## config.mk

```make
export PLATFORM = sky130hd
export DESIGN_NAME = bup_queue
export DESIGN_NICKNAME = d
export VERILOG_FILES = /design/src/rtl/core/bup_pkg.sv /design/src/rtl/core/bup_queue.sv
export SDC_FILE = /design/constraint.sdc
export NUM_CORES = 1
export LEC_CHECK = 0
export BUFFER_PORTS_ARGS = -buffer_cell sky130_fd_sc_hd__buf_2
export CAP_MARGIN = 20
export CORE_MARGIN = 2
export CORE_UTILIZATION = 45
export CTS_CLUSTER_SIZE = 40
export DETAILED_ROUTE_END_ITERATION = 10
export PLACE_DENSITY_LB_ADDON = 0.05
export SKIP_LAST_GASP = 1
export SYNTH_ARGS = -nofsm -noshare
export SYNTH_HDL_FRONTEND = slang
export SYNTH_SLANG_ARGS = --single-unit
```

## constraint.sdc

```tcl
create_clock -name clk -period 2.1 [get_ports clk]
set_input_delay 0.105 -clock clk [delete_from_list [all_inputs] [get_ports clk]]
set_output_delay 0.105 -clock clk [all_outputs]
set_load 0.02 [all_outputs]
```

## src/rtl/core/bup_pkg.sv

```systemverilog
`timescale 1ns / 1ps
// ----------------------------------------------------------------------------
// bup_pkg: shared constants and types of the bilinear upscaler
// Frame geometry, fixed-point scale factors, bank layout of the frame store
// and the command word that travels from the front end to the back end.
// ----------------------------------------------------------------------------
package bup_pkg;

  // Frame geometry
  localparam int SRC_H = 60;
  localparam int SRC_W = 94;
  localparam int DST_H = 120;
  localparam int DST_W = 188;

  // Field widths of the channels
  localparam int PIX_W = 8;
  localparam int IDX_W = 13;
  localparam int ROW_W = 7;
  localparam int COL_W = 8;

  // Action codes
  localparam logic ACT_LOAD = 1'b0;
  localparam logic ACT_REQ  = 1'b1;

  // Fixed-point format of source coordinates
  localparam int FRAC_BITS = 8;
  localparam int FRAC_ONE  = 1 << FRAC_BITS;
  localparam int WT_W      = FRAC_BITS + 1;
  localparam int ROUND     = 1 << (2 * FRAC_BITS - 1);

  localparam int STORE_DEPTH = SRC_H * SRC_W;

  localparam int SCALE_Y = (SRC_H << FRAC_BITS) / DST_H;
  localparam int SCALE_X = (SRC_W << FRAC_BITS) / DST_W;
  localparam int SCY_W   = $clog2(SCALE_Y + 1);
  localparam int SCX_W   = $clog2(SCALE_X + 1);

  // Scaled destination coordinate, at least one bit above the fraction
  localparam int FY_W = (ROW_W + SCY_W > FRAC_BITS) ? (ROW_W + SCY_W) : (FRAC_BITS + 1);
  localparam int FX_W = (COL_W + SCX_W > FRAC_BITS) ? (COL_W + SCX_W) : (FRAC_BITS + 1);

  // Source coordinate widths
  localparam int Y_W = $clog2(SRC_H);
  localparam int X_W = $clog2(SRC_W);

  // Integer part of the scaled coordinate before clamping
  localparam int IY_W = (FY_W - FRAC_BITS > Y_W) ? (FY_W - FRAC_BITS) : Y_W;
  localparam int IX_W = (FX_W - FRAC_BITS > X_W) ? (FX_W - FRAC_BITS) : X_W;

  // Reciprocal of the row length for splitting a linear index into row/col
  localparam int RECIP   = (1 << IDX_W) / SRC_W;
  localparam int RECIP_W = $clog2(RECIP + 1);
  localparam int PROD_W  = IDX_W + RECIP_W;

  // Frame store split into four banks by row and column parity
  localparam int BANK_ROWS  = (SRC_H + 1) / 2;
  localparam int BANK_COLS  = (SRC_W + 1) / 2;
  localparam int BANK_DEPTH = BANK_ROWS * BANK_COLS;
  localparam int BA_W       = (BANK_DEPTH > 1) ? $clog2(BANK_DEPTH) : 1;

  // Blend arithmetic
  localparam int TOP_W = PIX_W + FRAC_BITS;
  localparam int SUM_W = PIX_W + 2 * FRAC_BITS;

  // Command queue between front and back
  localparam int QUEUE_DEPTH = 4;
  localparam int QP_W        = $clog2(QUEUE_DEPTH);
  localparam int QC_W        = $clog2(QUEUE_DEPTH + 1);

  typedef struct packed {
    logic                 is_req;
    logic [Y_W-1:0]       y;
    logic [X_W-1:0]       x;
    logic [PIX_W-1:0]     pixel;
    logic [FRAC_BITS-1:0] wy;
    logic [FRAC_BITS-1:0] wx;
    logic                 last;
  } cmd_t;

  typedef struct packed {
    logic valid;
    cmd_t cmd;
  } cmd_bus_t;

endpackage

```

## src/rtl/core/bup_queue.sv

```systemverilog
`timescale 1ns / 1ps
// ----------------------------------------------------------------------------
// bup_queue: short command queue between front and back
// Register-based FIFO; head word is visible whenever the queue is not empty.
// ----------------------------------------------------------------------------
module bup_queue (
  input  logic                     clk,
  input  logic                     rst_n,
  input  bup_pkg::cmd_bus_t        push_i,
  input  logic                     pop_i,
  output bup_pkg::cmd_bus_t        head_o,
  output logic [bup_pkg::QC_W-1:0] level_o
);

  bup_pkg::cmd_t               q_mem_r [bup_pkg::QUEUE_DEPTH];
  logic [bup_pkg::QP_W-1:0]    wr_ptr_r;
  logic [bup_pkg::QP_W-1:0]    rd_ptr_r;
  logic [bup_pkg::QC_W-1:0]    count_r;
  logic [bup_pkg::QP_W-1:0]    wr_ptr_nxt;
  logic [bup_pkg::QP_W-1:0]    rd_ptr_nxt;
  logic [bup_pkg::QC_W-1:0]    count_nxt;

  always_comb begin
    wr_ptr_nxt = wr_ptr_r;
    rd_ptr_nxt = rd_ptr_r;
    count_nxt  = count_r;
    if (push_i.valid) begin
      wr_ptr_nxt = (wr_ptr_r == bup_pkg::QP_W'(bup_pkg::QUEUE_DEPTH - 1)) ?
                   '0 : wr_ptr_r + bup_pkg::QP_W'(1);
    end
    if (pop_i) begin
      rd_ptr_nxt = (rd_ptr_r == bup_pkg::QP_W'(bup_pkg::QUEUE_DEPTH - 1)) ?
                   '0 : rd_ptr_r + bup_pkg::QP_W'(1);
    end
    count_nxt = count_r + bup_pkg::QC_W'(push_i.valid) - bup_pkg::QC_W'(pop_i);
  end

  always_ff @(posedge clk) begin
    if (!rst_n) begin
      wr_ptr_r <= '0;
      rd_ptr_r <= '0;
      count_r  <= '0;
    end else begin
      wr_ptr_r <= wr_ptr_nxt;
      rd_ptr_r <= rd_ptr_nxt;
      count_r  <= count_nxt;
    end
  end

  always_ff @(posedge clk) begin
    if (push_i.valid) begin
      q_mem_r[wr_ptr_r] <= push_i.cmd;
    end
  end

  assign head_o.valid = (count_r != '0);
  assign head_o.cmd   = q_mem_r[rd_ptr_r];
  assign level_o      = count_r;

  ap_no_pop_empty: assert property (@(posedge clk) disable iff (!rst_n)
    pop_i |-> (count_r != '0))
    else $error("queue popped while empty");

  ap_level_tracks: assert property (@(posedge clk) disable iff (!rst_n)
    1'b1 |=> (count_r == $past(count_r) + bup_pkg::QC_W'($past(push_i.valid))
                                         - bup_pkg::QC_W'($past(pop_i))))
    else $error("queue level does not follow push and pop");

  ap_ptr_gap: assert property (@(posedge clk) disable iff (!rst_n)
    (bup_pkg::QP_W'(wr_ptr_r - rd_ptr_r) == bup_pkg::QP_W'(count_r)))
    else $error("queue pointers disagree with level");

endmodule

```

# Yosys cells after proc, flatten, opt, wreduce, memory -nomap -nowiden
# Memory sizes are Yosys's and may differ from the RTL's. A register that Yosys moved wholly into a read port is not among the register bits.
# Cells that the tools add are included.
[totals]
regBits = 7
ram_bits = 156
in_bits = 43
output_inout_bits = 43
word_cells = 17
memories = 1
[classes]
addsub = 4
eq_ne = 2
n_mux = 6
reduce_logical = 1
[memory_table]
columns = ["name", "depth", "width", "rd", "rd_ports_with_merged_regs", "write_ports", "line", "source"]
rows = [
  ["q_mem_r", 4, 39, 1, 1, 1, "bup_queue.sv:15", "bup_pkg::cmd_t q_mem_r [bup_pkg::QUEUE_DEPTH];"],
]
[ops]
columns = ["operator", "count"]
rows = [
  ["$mux 2", 4],
  ["$add 2x1->2 const B", 2],
  ["$eq 2x2->1 const B", 2],
  ["$add 3x1->3", 1],
  ["$reduce_bool 3->1", 1],
  ["$sub 3x1->3", 1],
  ["$mux 1", 2],
]

# Depth between registers and ports, before layout
[logic_depth]
ltp_word = 4
mapped_depth = 8
depth_no_buf = 8

# Least setup slack after synthesis
# OpenSTA, ideal clock, no wires.
[synth_path]
path_type = "register -> register"
start = "reg wr_ptr_r[0] in the netlist's numbering"
end = "mem q_mem_r[2][0] in the netlist's numbering (enable)"
setup_time_ns = 0.400
arrival_time_ns = 1.484
required_ns = 1.700
setup_slack_ns = 0.216
stages_incl_launch_ff = 4
n_path_buf = 0
synth_period_minus_slack_ns = 1.884
cell_sequence = "dfxtp_1 -> inv_1 -> ha_1 -> and2_1"
[synth_lines]
columns = ["element", "line", "source"]
rows = [
  ["start: declaration", "bup_queue.sv:16", "logic [bup_pkg::QP_W-1:0] wr_ptr_r;"],
  ["start signal: assignment", "bup_queue.sv:44", "wr_ptr_r <= wr_ptr_nxt;"],
  ["end: declaration", "bup_queue.sv:15", ""],
]
# No word-level cell before the write port.

==> out/summary.md <==
Synthesis-to-layout area growth: 30.1%. The most used flip-flop cell after synthesis is edfxtp_1. Setup violations remaining at the end of the flow were counted as 0. The cell count of the worst reg-to-reg path came out at 4. In the post-synthesis netlist, the cell with the most instances is edfxtp_1. The pre-antenna-repair detailed-routing pass consisted of 4 iterations.

The initial utilization of the core area, before any placement, comes to 46.0%. In this run the static leakage power is 2.78 nW. The number of max-slew violations in the final report was 0. In this run the count of I/O pins placed on the die edge is 86. The filler cells instantiated in the layout total 965.

The setup skew after layout was 0.00636 ns. Of all nets on the critical path, the largest fanout is 14. The congestion estimate from routability-driven global placement came to 0.648. After synthesis, the most frequently instantiated cells are 156 x edfxtp_1, 39 x mux4_2, 9 x dfxtp_1. The tools report the sequential standard cell area as 0.00487 mm2. The final layout contains 446 nets. TritonCTS built the clock tree. In this run the remaining antenna-violating nets after routing total 0.

The number of clock buffers added by TritonCTS is 17. The later pin in the worst-skew pair is clocked with a latency of 0.42 ns. The non-filler instance count after layout is 583, and the mean instance size in the synthesized netlist is 24.7 um2. The run finished with clean final reports.

The synthesized instance count is 245, and the max-cap check violation count is 0. For this run, the register share of the synthesized area comes to 80.2%. For the number of hold violations in the final report, the log shows 0. Entering global routing, the biggest net connects 34 pins. The mean number of vias per cell was 4.97; the cell count after placement was 510. The critical path is of the reg -> out type. The routed design has 10900 um of wire.

Synthesis produced a netlist with a net count of 296. The final design area excluding fillers was 0.00789 mm2; the worst endpoint required time was 2.00 ns. The endpoint kind of the worst setup timing path was an output pin. The first global-routing pass estimated 17200 um of wire. Setup slack on the worst reg-to-reg path comes out at 0.44 ns. The worst hold path passes through 3 cells. After floorplanning, the core was divided into 42 placement rows. The worst hold path belongs to the class in -> reg.

The number of port buffers is 85. In the final timing run, aggregate negative setup slack is 0 ns. The startpoint identified for the worst register-to-register timing path is wr_ptr_r[0].

Yosys printed 0 warnings. The tools report the final core utilization as 59.8%. Global routing used 16.6% of the available tracks. Measured against its own limit, the worst slew margin works out to 62.1%. The die covers 0.0144 mm2. STA puts the critical path data arrival time at 1.77 ns. The register bit count reported by yosys is 165, and the number of synthesized flops with an enable pin is 156. The endpoint identified for the worst register-to-register timing path is q_mem_r[0][8]. Summing all multi-input logic gate instances after layout gives 0.00113 mm2.

After clock tree synthesis, the clock-pin slew on the worst setup and hold paths is 0.06 ns. After floorplanning, the core was sized to cover 0.0132 mm2. In this run the biggest area consumer among cell types represents 77.3% of the synthesized area. The routed wirelength normalized by instance count was 18.6 um. Ranked by total cell area, the synthesized netlist is headed by edfxtp_1 77%, mux4_2 14%, dfxtp_1 3.0%. The async set-reset flop share out of synthesis is 0%, and the clock tree buffer depth is 2. Based on the critical path, the design can be clocked at up to 0.532 GHz.

After layout, the worst path uses 89.5% of the clock period. The number of different library cells used by synthesis comes to 18. Summing all placed instances gives a cell area of 0.00682 mm2.

For this design the ratio of total power to cell area is 1020 mW/mm2. The launching element type of the critical path is a flip-flop. The detailed router placed 2896 vias in this run. Setup repair after global routing left no endpoint under its margin. The slew at the pin with the worst max-slew slack came out at 0.569 ns. The DRC violation count after routing was 0. Summed over all instances, the cell type with the most area after synthesis is edfxtp_1. For the number of H-tree branching levels, the log shows 4. In this run the most critical hold path is launched from push_i[39]. For this design, the sink count on the clock tree is 165. The overall die width is 120 um, and the number of antenna violations at the first check in global routing is 0. The tools report the number of global-route vias before repair as 3105. Gates resized during post-CTS repair numbered 0.

The worst supply voltage drop on vdd was 0.556 mV; the DRC marker count from the first detailed-route iteration was 213. The global-route congestion overflow total is 0. The routed design could run at a clock period as short as 1.88 ns. Vertical extent of the die: 120 um. The tools report the number of diodes added for antenna fixing as 0.

The HPWL after detailed placement is 6530 um. The cell area that synthesis handed to floorplanning was 0.00606 mm2. The post-route netlist has 42.5% of its cells at a drive strength greater than 1.

The root buffer selected by CTS was clkbuf_16. The path with the worst hold slack has its endpoint at wr_ptr_r[1].
repair_timing:
item                                   CTS  global route
buffers inserted                         2             0
hold buffers                            40             0
endpoints found under the hold margin  159             0
setup endpoints to repair                1             0
power breakdown:
group          internal, mW  total (mW)  switching (mW)  leakage (nW)
sequential             3.76        3.81          0.0535          1.51
combinational         0.400       0.846           0.447         0.958
clock                  2.21        3.38            1.16         0.311
total                  6.37        8.03            1.66          2.78
logic make-up (layout without fill, tap and decap cells):
kind of cell,after synthesis,count (layout),synth area share (%)
flip-flops,165,165,80.2
multiplexers,41,41,14.8
AND/OR/NAND/NOR,14,14,1.36
buffers and inverters,14,176,1.28
adder cells (fa/ha/maj),8,8,1.77
AO/OA/AOI/OAI,2,2,0.165
XOR/XNOR,1,1,0.371
sequential cells by signal (all words and copies together) (netlist names), named ones only:
name / flops
q_mem_r: 156
level_o: 3
rd_ptr_r: 2
wr_ptr_r: 2
worst max-delay path, stage by stage, from the launching register on:
cell,delay (ns)
dfxtp_4,0.44
buf_12,0.20
mux4_2,0.53
buf_2,0.18
through the flow:
| stage | power, mW | setup WS, ns | hold slack (ns) |
|---|---|---|---|
| finish | 8.03 | 0.221 | 0.0445 |
| global route | 8.31 | 0.143 | 0.0809 |
| CTS | 8.11 | 0.169 | 0.0330 |
| detailed placement | 4.68 | 0.410 | 0.321 |
| global placement | 4.66 | 0.443 | 0.320 |
| floorplan | 4.37 | 0.216 | 0.204 |
per-layer routing:
layer	routed length, um	vias to the layer above	global-route usage [%]
met5	0	-	0
met4	206	0	7.50
met3	367	15	3.85
met2	5530	67	27.8
met1	4750	1492	20.8
li1	-	1322	-
cells in the final DEF, fill, tap and decap left out:
master	n
edfxtp_1	156
clkinv_2	3
fa_1	1
ha_1	7
dlygate4sd3_1	40
buf_2	85
mux2i_1	2
or3_1	1
clkbuf_1	3
and2_2	4
clkinvlp_4	1
dfxtp_4	1
inv_1	6
buf_12	6
or3b_2	2
xnor3_1	1
bufinv_16	6
mux4_2	39
clkinv_1	1
clkbuf_16	17
dfxtp_1	7
and2_1	1
dfxtp_2	1
nor2_1	4
buf_4	8
a21oi_1	2
nand2b_1	2
area by class of cell:
cell class / count / area share, %
Clock buffer: 20 / 5.54
Clock inverter: 11 / 2.62
Inverter: 6 / 0.286
Multi-Input combinational cell: 66 / 14.3
Sequential cell: 165 / 61.7
Tap cell: 176 / 2.79
Timing Repair Buffer: 139 / 12.8
worst max path at each step:
stage                               end  depth (start not counted)
after floorplan           q_mem_r[2][0]                          3
after global placement    q_mem_r[0][3]                          4
after detailed placement  q_mem_r[0][3]                          4
after CTS                    head_o[12]                          3
after global routing         head_o[12]                          3
final                        head_o[12]                          3
(Power assumes the default switching activity.)
