`src/rtl/core/bup_pkg.sv`:
```
`timescale 1ns / 1ps
// ----------------------------------------------------------------------------
// bup_pkg: shared constants and types of the bilinear upscaler
// Frame geometry, fixed-point scale factors, bank layout of the frame store
// and the command word that travels from the front end to the back end.
// ----------------------------------------------------------------------------
package bup_pkg;

  // Frame geometry
  localparam int SRC_H = 60;
  localparam int SRC_W = 94;
  localparam int DST_H = 120;
  localparam int DST_W = 188;

  // Field widths of the channels
  localparam int PIX_W = 8;
  localparam int IDX_W = 13;
  localparam int ROW_W = 7;
  localparam int COL_W = 8;

  // Action codes
  localparam logic ACT_LOAD = 1'b0;
  localparam logic ACT_REQ  = 1'b1;

  // Fixed-point format of source coordinates
  localparam int FRAC_BITS = 8;
  localparam int FRAC_ONE  = 1 << FRAC_BITS;
  localparam int WT_W      = FRAC_BITS + 1;
  localparam int ROUND     = 1 << (2 * FRAC_BITS - 1);

  localparam int STORE_DEPTH = SRC_H * SRC_W;

  localparam int SCALE_Y = (SRC_H << FRAC_BITS) / DST_H;
  localparam int SCALE_X = (SRC_W << FRAC_BITS) / DST_W;
  localparam int SCY_W   = $clog2(SCALE_Y + 1);
  localparam int SCX_W   = $clog2(SCALE_X + 1);

  // Scaled destination coordinate, at least one bit above the fraction
  localparam int FY_W = (ROW_W + SCY_W > FRAC_BITS) ? (ROW_W + SCY_W) : (FRAC_BITS + 1);
  localparam int FX_W = (COL_W + SCX_W > FRAC_BITS) ? (COL_W + SCX_W) : (FRAC_BITS + 1);

  // Source coordinate widths
  localparam int Y_W = $clog2(SRC_H);
  localparam int X_W = $clog2(SRC_W);

  // Integer part of the scaled coordinate before clamping
  localparam int IY_W = (FY_W - FRAC_BITS > Y_W) ? (FY_W - FRAC_BITS) : Y_W;
  localparam int IX_W = (FX_W - FRAC_BITS > X_W) ? (FX_W - FRAC_BITS) : X_W;

  // Reciprocal of the row length for splitting a linear index into row/col
  localparam int RECIP   = (1 << IDX_W) / SRC_W;
  localparam int RECIP_W = $clog2(RECIP + 1);
  localparam int PROD_W  = IDX_W + RECIP_W;

  // Frame store split into four banks by row and column parity
  localparam int BANK_ROWS  = (SRC_H + 1) / 2;
  localparam int BANK_COLS  = (SRC_W + 1) / 2;
  localparam int BANK_DEPTH = BANK_ROWS * BANK_COLS;
  localparam int BA_W       = (BANK_DEPTH > 1) ? $clog2(BANK_DEPTH) : 1;

  // Blend arithmetic
  localparam int TOP_W = PIX_W + FRAC_BITS;
  localparam int SUM_W = PIX_W + 2 * FRAC_BITS;

  // Command queue between front and back
  localparam int QUEUE_DEPTH = 4;
  localparam int QP_W        = $clog2(QUEUE_DEPTH);
  localparam int QC_W        = $clog2(QUEUE_DEPTH + 1);

  typedef struct packed {
    logic                 is_req;
    logic [Y_W-1:0]       y;
    logic [X_W-1:0]       x;
    logic [PIX_W-1:0]     pixel;
    logic [FRAC_BITS-1:0] wy;
    logic [FRAC_BITS-1:0] wx;
    logic                 last;
  } cmd_t;

  typedef struct packed {
    logic valid;
    cmd_t cmd;
  } cmd_bus_t;

endpackage

```
`src/rtl/core/bup_front.sv`:
```
`timescale 1ns / 1ps
// ----------------------------------------------------------------------------
// bup_front: input stage of the upscaler
// Accepts words, drops out-of-range loads, splits load indices into row and
// column and maps requests onto clamped source coordinates with weights.
// ----------------------------------------------------------------------------
module bup_front (
  input  logic                          clk,
  input  logic                          rst_n,
  input  logic                          in_valid,
  output logic                          in_stall,
  input  logic                          in_action,
  input  logic [bup_pkg::IDX_W-1:0]     in_src_index,
  input  logic [bup_pkg::PIX_W-1:0]     in_src_pixel,
  input  logic [bup_pkg::ROW_W-1:0]     in_out_row,
  input  logic [bup_pkg::COL_W-1:0]     in_out_col,
  input  logic [bup_pkg::QC_W-1:0]      q_level,
  output bup_pkg::cmd_bus_t             push_o
);

  logic                          take;
  logic                          keep;
  logic                          in_range;
  logic [bup_pkg::QC_W:0]        level_sum;

  logic                          f1_valid_r;
  logic                          f1_req_r;
  logic [bup_pkg::IDX_W-1:0]     f1_idx_r;
  logic [bup_pkg::PIX_W-1:0]     f1_pixel_r;
  logic [bup_pkg::PROD_W-1:0]    f1_prod_r;
  logic [bup_pkg::FY_W-1:0]      f1_fy_r;
  logic [bup_pkg::FX_W-1:0]      f1_fx_r;
  logic                          f1_last_r;

  logic [bup_pkg::PROD_W-1:0]    prod_nxt;
  logic [bup_pkg::FY_W-1:0]      fy_nxt;
  logic [bup_pkg::FX_W-1:0]      fx_nxt;
  logic                          last_nxt;

  logic [bup_pkg::IDX_W-1:0]     q_est;
  logic [bup_pkg::IDX_W-1:0]     q_fix;
  logic [bup_pkg::IDX_W-1:0]     rem0;
  logic [bup_pkg::IDX_W-1:0]     rem;
  logic [bup_pkg::IY_W-1:0]      iy;
  logic [bup_pkg::IX_W-1:0]      ix;
  logic [bup_pkg::IY_W-1:0]      iy_c;
  logic [bup_pkg::IX_W-1:0]      ix_c;

  // Items in the register stage count against queue space
  assign level_sum = (bup_pkg::QC_W + 1)'(q_level) + (bup_pkg::QC_W + 1)'(f1_valid_r);
  assign in_stall  = level_sum >= (bup_pkg::QC_W + 1)'(bup_pkg::QUEUE_DEPTH);
  assign take      = in_valid && !in_stall;
  assign in_range  = 32'(in_src_index) < 32'(bup_pkg::STORE_DEPTH);
  assign keep      = take && ((in_action == bup_pkg::ACT_REQ) || in_range);

  assign prod_nxt = bup_pkg::PROD_W'(in_src_index * bup_pkg::RECIP);
  assign fy_nxt   = bup_pkg::FY_W'(in_out_row * bup_pkg::SCALE_Y);
  assign fx_nxt   = bup_pkg::FX_W'(in_out_col * bup_pkg::SCALE_X);
  assign last_nxt = (32'(in_out_row) == 32'(bup_pkg::DST_H - 1)) &&
                    (32'(in_out_col) == 32'(bup_pkg::DST_W - 1));

  always_ff @(posedge clk) begin
    if (!rst_n) begin
      f1_valid_r <= 1'b0;
    end else begin
      f1_valid_r <= keep;
    end
  end

  always_ff @(posedge clk) begin
    if (take) begin
      f1_req_r   <= (in_action == bup_pkg::ACT_REQ);
      f1_idx_r   <= in_src_index;
      f1_pixel_r <= in_src_pixel;
      f1_prod_r  <= prod_nxt;
      f1_fy_r    <= fy_nxt;
      f1_fx_r    <= fx_nxt;
      f1_last_r  <= last_nxt;
    end
  end

  // Index split: reciprocal estimate is exact or one low
  always_comb begin
    q_est = bup_pkg::IDX_W'(f1_prod_r >> bup_pkg::IDX_W);
    rem0  = f1_idx_r - bup_pkg::IDX_W'(q_est * bup_pkg::SRC_W);
    if (rem0 >= bup_pkg::IDX_W'(bup_pkg::SRC_W)) begin
      q_fix = q_est + bup_pkg::IDX_W'(1);
      rem   = rem0 - bup_pkg::IDX_W'(bup_pkg::SRC_W);
    end else begin
      q_fix = q_est;
      rem   = rem0;
    end
  end

  // Clamp integer parts so the 2x2 neighbourhood stays in the frame
  always_comb begin
    iy = bup_pkg::IY_W'(f1_fy_r >> bup_pkg::FRAC_BITS);
    ix = bup_pkg::IX_W'(f1_fx_r >> bup_pkg::FRAC_BITS);
    if (iy >= bup_pkg::IY_W'(bup_pkg::SRC_H - 1)) begin
      iy_c = bup_pkg::IY_W'(bup_pkg::SRC_H - 2);
    end else begin
      iy_c = iy;
    end
    if (ix >= bup_pkg::IX_W'(bup_pkg::SRC_W - 1)) begin
      ix_c = bup_pkg::IX_W'(bup_pkg::SRC_W - 2);
    end else begin
      ix_c = ix;
    end
  end

  always_comb begin
    push_o            = '0;
    push_o.valid      = f1_valid_r;
    push_o.cmd.is_req = f1_req_r;
    push_o.cmd.pixel  = f1_pixel_r;
    push_o.cmd.wy     = f1_fy_r[bup_pkg::FRAC_BITS-1:0];
    push_o.cmd.wx     = f1_fx_r[bup_pkg::FRAC_BITS-1:0];
    push_o.cmd.last   = f1_last_r;
    if (f1_req_r) begin
      push_o.cmd.y = bup_pkg::Y_W'(iy_c);
      push_o.cmd.x = bup_pkg::X_W'(ix_c);
    end else begin
      push_o.cmd.y = bup_pkg::Y_W'(q_fix);
      push_o.cmd.x = bup_pkg::X_W'(rem);
    end
  end

  ap_push_has_room: assert property (@(posedge clk) disable iff (!rst_n)
    push_o.valid |-> (q_level < bup_pkg::QC_W'(bup_pkg::QUEUE_DEPTH)))
    else $error("front pushed into a full queue");

endmodule

```
`config.mk`:
```
export PLATFORM = sky130hd
export DESIGN_NAME = bup_front
export DESIGN_NICKNAME = d
export VERILOG_FILES = /design/src/rtl/core/bup_pkg.sv /design/src/rtl/core/bup_front.sv
export SDC_FILE = /design/constraint.sdc
export NUM_CORES = 1
export LEC_CHECK = 0
export ABC_AREA = 0
export BUFFER_PORTS_ARGS = -buffer_cell sky130_fd_sc_hd__buf_4
export CORE_MARGIN = 2
export CORE_UTILIZATION = 50
export CTS_CLUSTER_SIZE = 8
export DETAILED_ROUTE_END_ITERATION = 10
export GPL_TIMING_DRIVEN = 1
export PLACE_DENSITY_LB_ADDON = 0.15
export SLEW_MARGIN = 20
export SYNTH_ARGS = -nofsm -noshare
export SYNTH_HDL_FRONTEND = slang
export SYNTH_SLANG_ARGS = --single-unit
```
`constraint.sdc`:
```
create_clock -name clk -period 13.5 [get_ports clk]
set_input_delay 2.7 -clock clk [delete_from_list [all_inputs] [get_ports clk]]
set_output_delay 2.7 -clock clk [all_outputs]
set_load 0.01 [all_outputs]
```
# --- Word-level counts from Yosys, hierarchy flattened ---
# Cells that the tools add are included.
op_classes:
  add_sub_neg: 4
  multipliers: 2
  order_cmp: 5
  eq_ne: 2
  mux: 5
  reduce_logical: 5
op_table:
  columns: ["operator", "n"]
  rows:
  - ["13-bit by 7-bit multiplier with 20-bit output, second input constant", 1]
  - ["7-bit two-way mux", 2]
  - ["13-bit by 7-bit greater-or-equal comparator with 1-bit output, second input constant", 1]
  - ["13-bit < comparator, second input constant", 1]
  - ["13-bit two-way mux", 1]
  - ["13-bit subtractor", 1]
  - ["7-bit by 6-bit multiplier with 12-bit output, second input constant", 1]
  - ["6-bit two-way mux", 2]
  - ["8-bit == test, second input constant", 1]
  - ["7-bit == test, second input constant", 1]
  - ["7-bit greater-or-equal comparator, second input constant", 1]
  - ["7-bit subtractor, second input constant", 1]
  - ["6-bit by 1-bit adder with 6-bit output, second input constant", 1]
  - ["6-bit greater-or-equal comparator, second input constant", 1]
  - ["3-bit by 1-bit adder with 4-bit output", 1]
  - ["4-bit by 3-bit greater-or-equal comparator with 1-bit output, second input constant", 1]
  - ["1-bit logical AND", 3]
  - ["1-bit logical NOT", 1]
  - ["1-bit logical OR", 1]
totals:
  ff_bits: 59
  inputBits: 43
  out_inout_bits: 41
  elab_cells: 31

# --- Depth between registers and ports, before layout ---
depth:
  word_depth: 5
  ltp_mapped: 24
  mapped_depth_nobuf: 24

# --- Least setup slack after synthesis ---
# Ideal clock, no wire load.
synth_path:
  kind: "reg2out"
  startpoint: "register f1_prod_r[16] (netlist bit)"
  endpoint: "output push_o[27] (netlist bit)"
  t_arrival_ps: 5002
  required_ps: 10800
  setup_slack_ps: 5798
  path_stages_with_launch: 22
  path_buffers: 0
  path_cell_list: "edfxtp_1 -> inv_1 -> fa_1 -> inv_1 -> ha_1 -> inv_1 -> fa_1 -> inv_1 -> ha_1 -> a21o_1 -> a21oi_1 -> o21bai_1 -> a21oi_1 -> xnor2_1 -> ha_1 -> and3_1 -> a221o_1 -> a221oi_2 -> nand4b_2 -> nor2_4 -> nor3_1 -> a311oi_1"
synth_lines:
  columns: ["item", "line", "rtl"]
  rows:
  - ["start, declared", "bup_front.sv:30", "logic [bup_pkg::PROD_W-1:0] f1_prod_r;"]
  - ["start signal, assigned", "bup_front.sv:75", "f1_prod_r <= prod_nxt;"]
  - ["end, declared", "bup_front.sv:18", "output bup_pkg::cmd_bus_t push_o"]

==> metrics.md <==
| Metric | Value |
|---|---|
| Status | completed |
| Remaining DRCs | 0 |
| DP Wirelength | roughly 8600 µm |
| Filler Cell Count | about 900 |
| Cell variety after synth | between 50 and 60 |
| Most common cell after layout, fill and taps aside | inv_1 |
| Chip width | 107 µm |
| Port bufs | between 60 and 70 |
| CP max FO | 10 |
| Post-synth EDFFs | 45 |
| CTS root buf | clkbuf_8 |
| Syn Area/Cell | roughly 10 µm² |
| Final Skew | 0.00693 ns |
| Vias | approximately 3600 |
| Per-cell routed wire length | about 14 µm |
| Final max-slew violation count | 0 |
| Postcts setup bufs | 0 |
| Clk_lat worst skew | ~0.30 ns |
| Clock sink total | 46 |
| Crit end category | primary output |
| Largest net degree at the start of global routing | between 40 and 50 |
| R2R Setup Slk | 11.98 ns |
| Synth Warn # | 0 |
| Post-cts resize count | 0 |
| Worst Path Required | ~11 ns |
| Final setup violation count | 0 |
| Clk slew on worst S/H paths | 0.10 ns |
| Gpl congestion | roughly 0.8 |
| Core area | 10300 µm² |
| Seq/Total Area, Yosys | 0.260 |
| Yosys reg bits | 46 |
| Final TNS setup | 0 ns |
| Max Cap Viol | 0 |
| Cell Rows | 37 |
| Nets@finish | about 760 |
| Reg2Reg Launch Point | f1_valid_r$_SDFF_PN0_ |
| I/O pins | 84 |
| Drt pass-1 iters | 4 |
| Gr ovfl total | 0 |
| Depth of the CTS H-tree | 2 |
| Clock Tree Buf Depth | 2 |
| Synth-to-layout area growth | 13.0% |
| Synth Instances | approximately 500 |
| Die area | about 11000 µm² |
| DRT iter0 DRCs | 104 |
| Global-route usage over all layers | 0.193 |
| Fraction of layout cells with a size suffix above 1 | 0.159 |
| CP startpoint | f1_prod_r[16]$_DFFE_PP_ |
| Worst-Margin Slew | a little over 0.6 ns |
| TritonCTS buffer count | 5 |
| Total Wirelength | approximately 10000 µm |
| Netlist Area Pre-Place | 5270 µm² |
| Vias per cell | 5.07 |
| RSZ-0062 raised after global routing | no |
| Final Critical Period | between 8 and 9 ns |
| Final period utilization | 0.635 |
| Antenna Diode Count | 0 |
| Final hold vios | 0 |
| Top-area cell type share of the netlist area | 0.256 |
| Asr flop ratio synth | 0 |
| Fmax | around 120 MHz |
| HP Class | flip-flop to flip-flop |
| FF-to-FF path depth | 2 |
| Relative slew slack | 0.588 |
| CP Launch Type | flip-flop |
| Initial Utilization | 0.513 |
| TritonCTS clock tree | built |
| Most frequent cells in the layout | inv_1, ha_1, buf_4, edfxtp_1, fa_1 |
| Primary FF master, synth | edfxtp_1 |
| Final Util | 0.579 |
| Worst EP arrival | a little under 6 ns |
| Hold buffers post-CTS | 0 |
| FF-to-FF End | f1_idx_r[2]$_DFFE_PP_ |
| DRT antenna net count | 0 |
| Initial antenna violation count | 0 |
| Crit path to | push_o[35] |
| First-pass GRT wire length | between 15000 and 20000 µm |
| Post-synth top area cell | edfxtp_1 |
| Synth area leaders | edfxtp_1, ha_1, fa_1, inv_1, xnor2_1 |
| Vias in the first global route | between 3000 and 4000 |
| Crit path kind | flip-flop to primary output |
| Die Y | roughly 110 µm |
metal layers:
layer  wire length, µm  vias to the layer above  GRT usage
li1                  -                     1803          -
met1              4650                     1731      0.256
met2              5200                       45      0.343
met3               187                       13     0.0176
met4               185                        0     0.0492
met5                 0                        -          0
synth_stat cells (2+ instances only):
cell         n
o21ai_0     14
nor3_1       8
or2_2        2
o21bai_1     2
a311oi_1     2
fa_1        43
a21oi_1     20
nand3b_1     2
o22ai_1      2
buf_4       19
nor2b_1      3
or3_1        4
nand3_1      7
nand4_1      2
xnor2_1     18
a21o_1       6
nand2b_1     3
and3_1       2
clkbuf_1     2
a31oi_1      5
ha_1       100
o21ai_1      6
o2111ai_1    2
nor2_1      20
inv_1      109
o21a_1       5
nand2_1     14
nand4b_1     2
edfxtp_1    45
xor2_1      11
state kept, by name, summed over array words and instances (netlist names):
register    flops
f1_idx_r       13
f1_fx_r         8
f1_pixel_r      8
f1_fy_r         7
f1_prod_r       7
f1_last_r       1
f1_req_r        1
f1_valid_r      1
cell families after synthesis:
logic type	count (synthesis)	share of synthesized area
AOI/OAI and AO/OA	77	0.103
xor gates and xnor gates	30	0.0513
adders and majority gates	143	0.401
buffers and inverters	131	0.107
DFF	46	0.260
muxes	2	0.00404
other	1	0.000712
and+or+nand+nor	74	0.0731
worst min-delay path by stage:
stage | from | end | slack [ns] | cells past startpoint
after floorplan | f1_valid_r$_SDFF_PN0_ | f1_fx_r[10]$_DFFE_PP_ | 1.38 | 2
after global placement | f1_valid_r$_SDFF_PN0_ | f1_fx_r[7]$_DFFE_PP_ | 1.27 | 2
after detailed placement | f1_valid_r$_SDFF_PN0_ | f1_pixel_r[1]$_DFFE_PP_ | 1.31 | 2
after CTS | f1_valid_r$_SDFF_PN0_ | f1_pixel_r[1]$_DFFE_PP_ | 1.33 | 2
after global routing | f1_valid_r$_SDFF_PN0_ | f1_pixel_r[5]$_DFFE_PP_ | 1.12 | 2
final | f1_valid_r$_SDFF_PN0_ | f1_fx_r[10]$_DFFE_PP_ | 1.06 | 2
per-stage QoR:
| stage | std cells | hold slack [ns] | area, µm² | worst slack [ns] |
|---|---|---|---|---|
| final | 709 | 1.06 | 5950 | 4.93 |
| after CTS | 709 | 1.33 | 5950 | 4.96 |
| after floorplan | 517 | 1.38 | 5320 | 5.80 |
| after detailed placement | 701 | 1.31 | 5860 | 5.31 |
| after global placement | 701 | 1.27 | 5860 | 5.44 |
| after global routing | 709 | 1.12 | 5950 | 4.53 |
area by class of cell:
cell class / count / area [µm²] / area share
multi-input combinational: 340 / 3390 / 0.569
sequential: 46 / 1370 / 0.230
timing repair buffer: 69 / 518 / 0.0870
inverter: 110 / 413 / 0.0694
tap: 136 / 170 / 0.0286
clock buffer: 5 / 68.8 / 0.0116
clock inverter: 3 / 26.3 / 0.00441
critical path: stages (launching register included):
cell and delay, ns:
edfxtp_1 0.55, inv_1 0.15, fa_1 0.52, inv_1 0.04
ha_1 0.26, inv_1 0.05, fa_1 0.58, inv_1 0.05
ha_1 0.28, a21o_1 0.17, a21oi_1 0.21, o21bai_1 0.09
a21oi_1 0.23, xnor2_1 0.16, ha_1 0.31, and3_1 0.19
a221o_1 0.34, a221oi_2 0.29, nand4b_2 0.26, nor2_4 0.29
o21ai_0 0.14, a31oi_1 0.25, buf_4 0.16
Power is not shown: default switching activity piles up to over one toggle a cycle in this logic, so the estimate is an artifact.
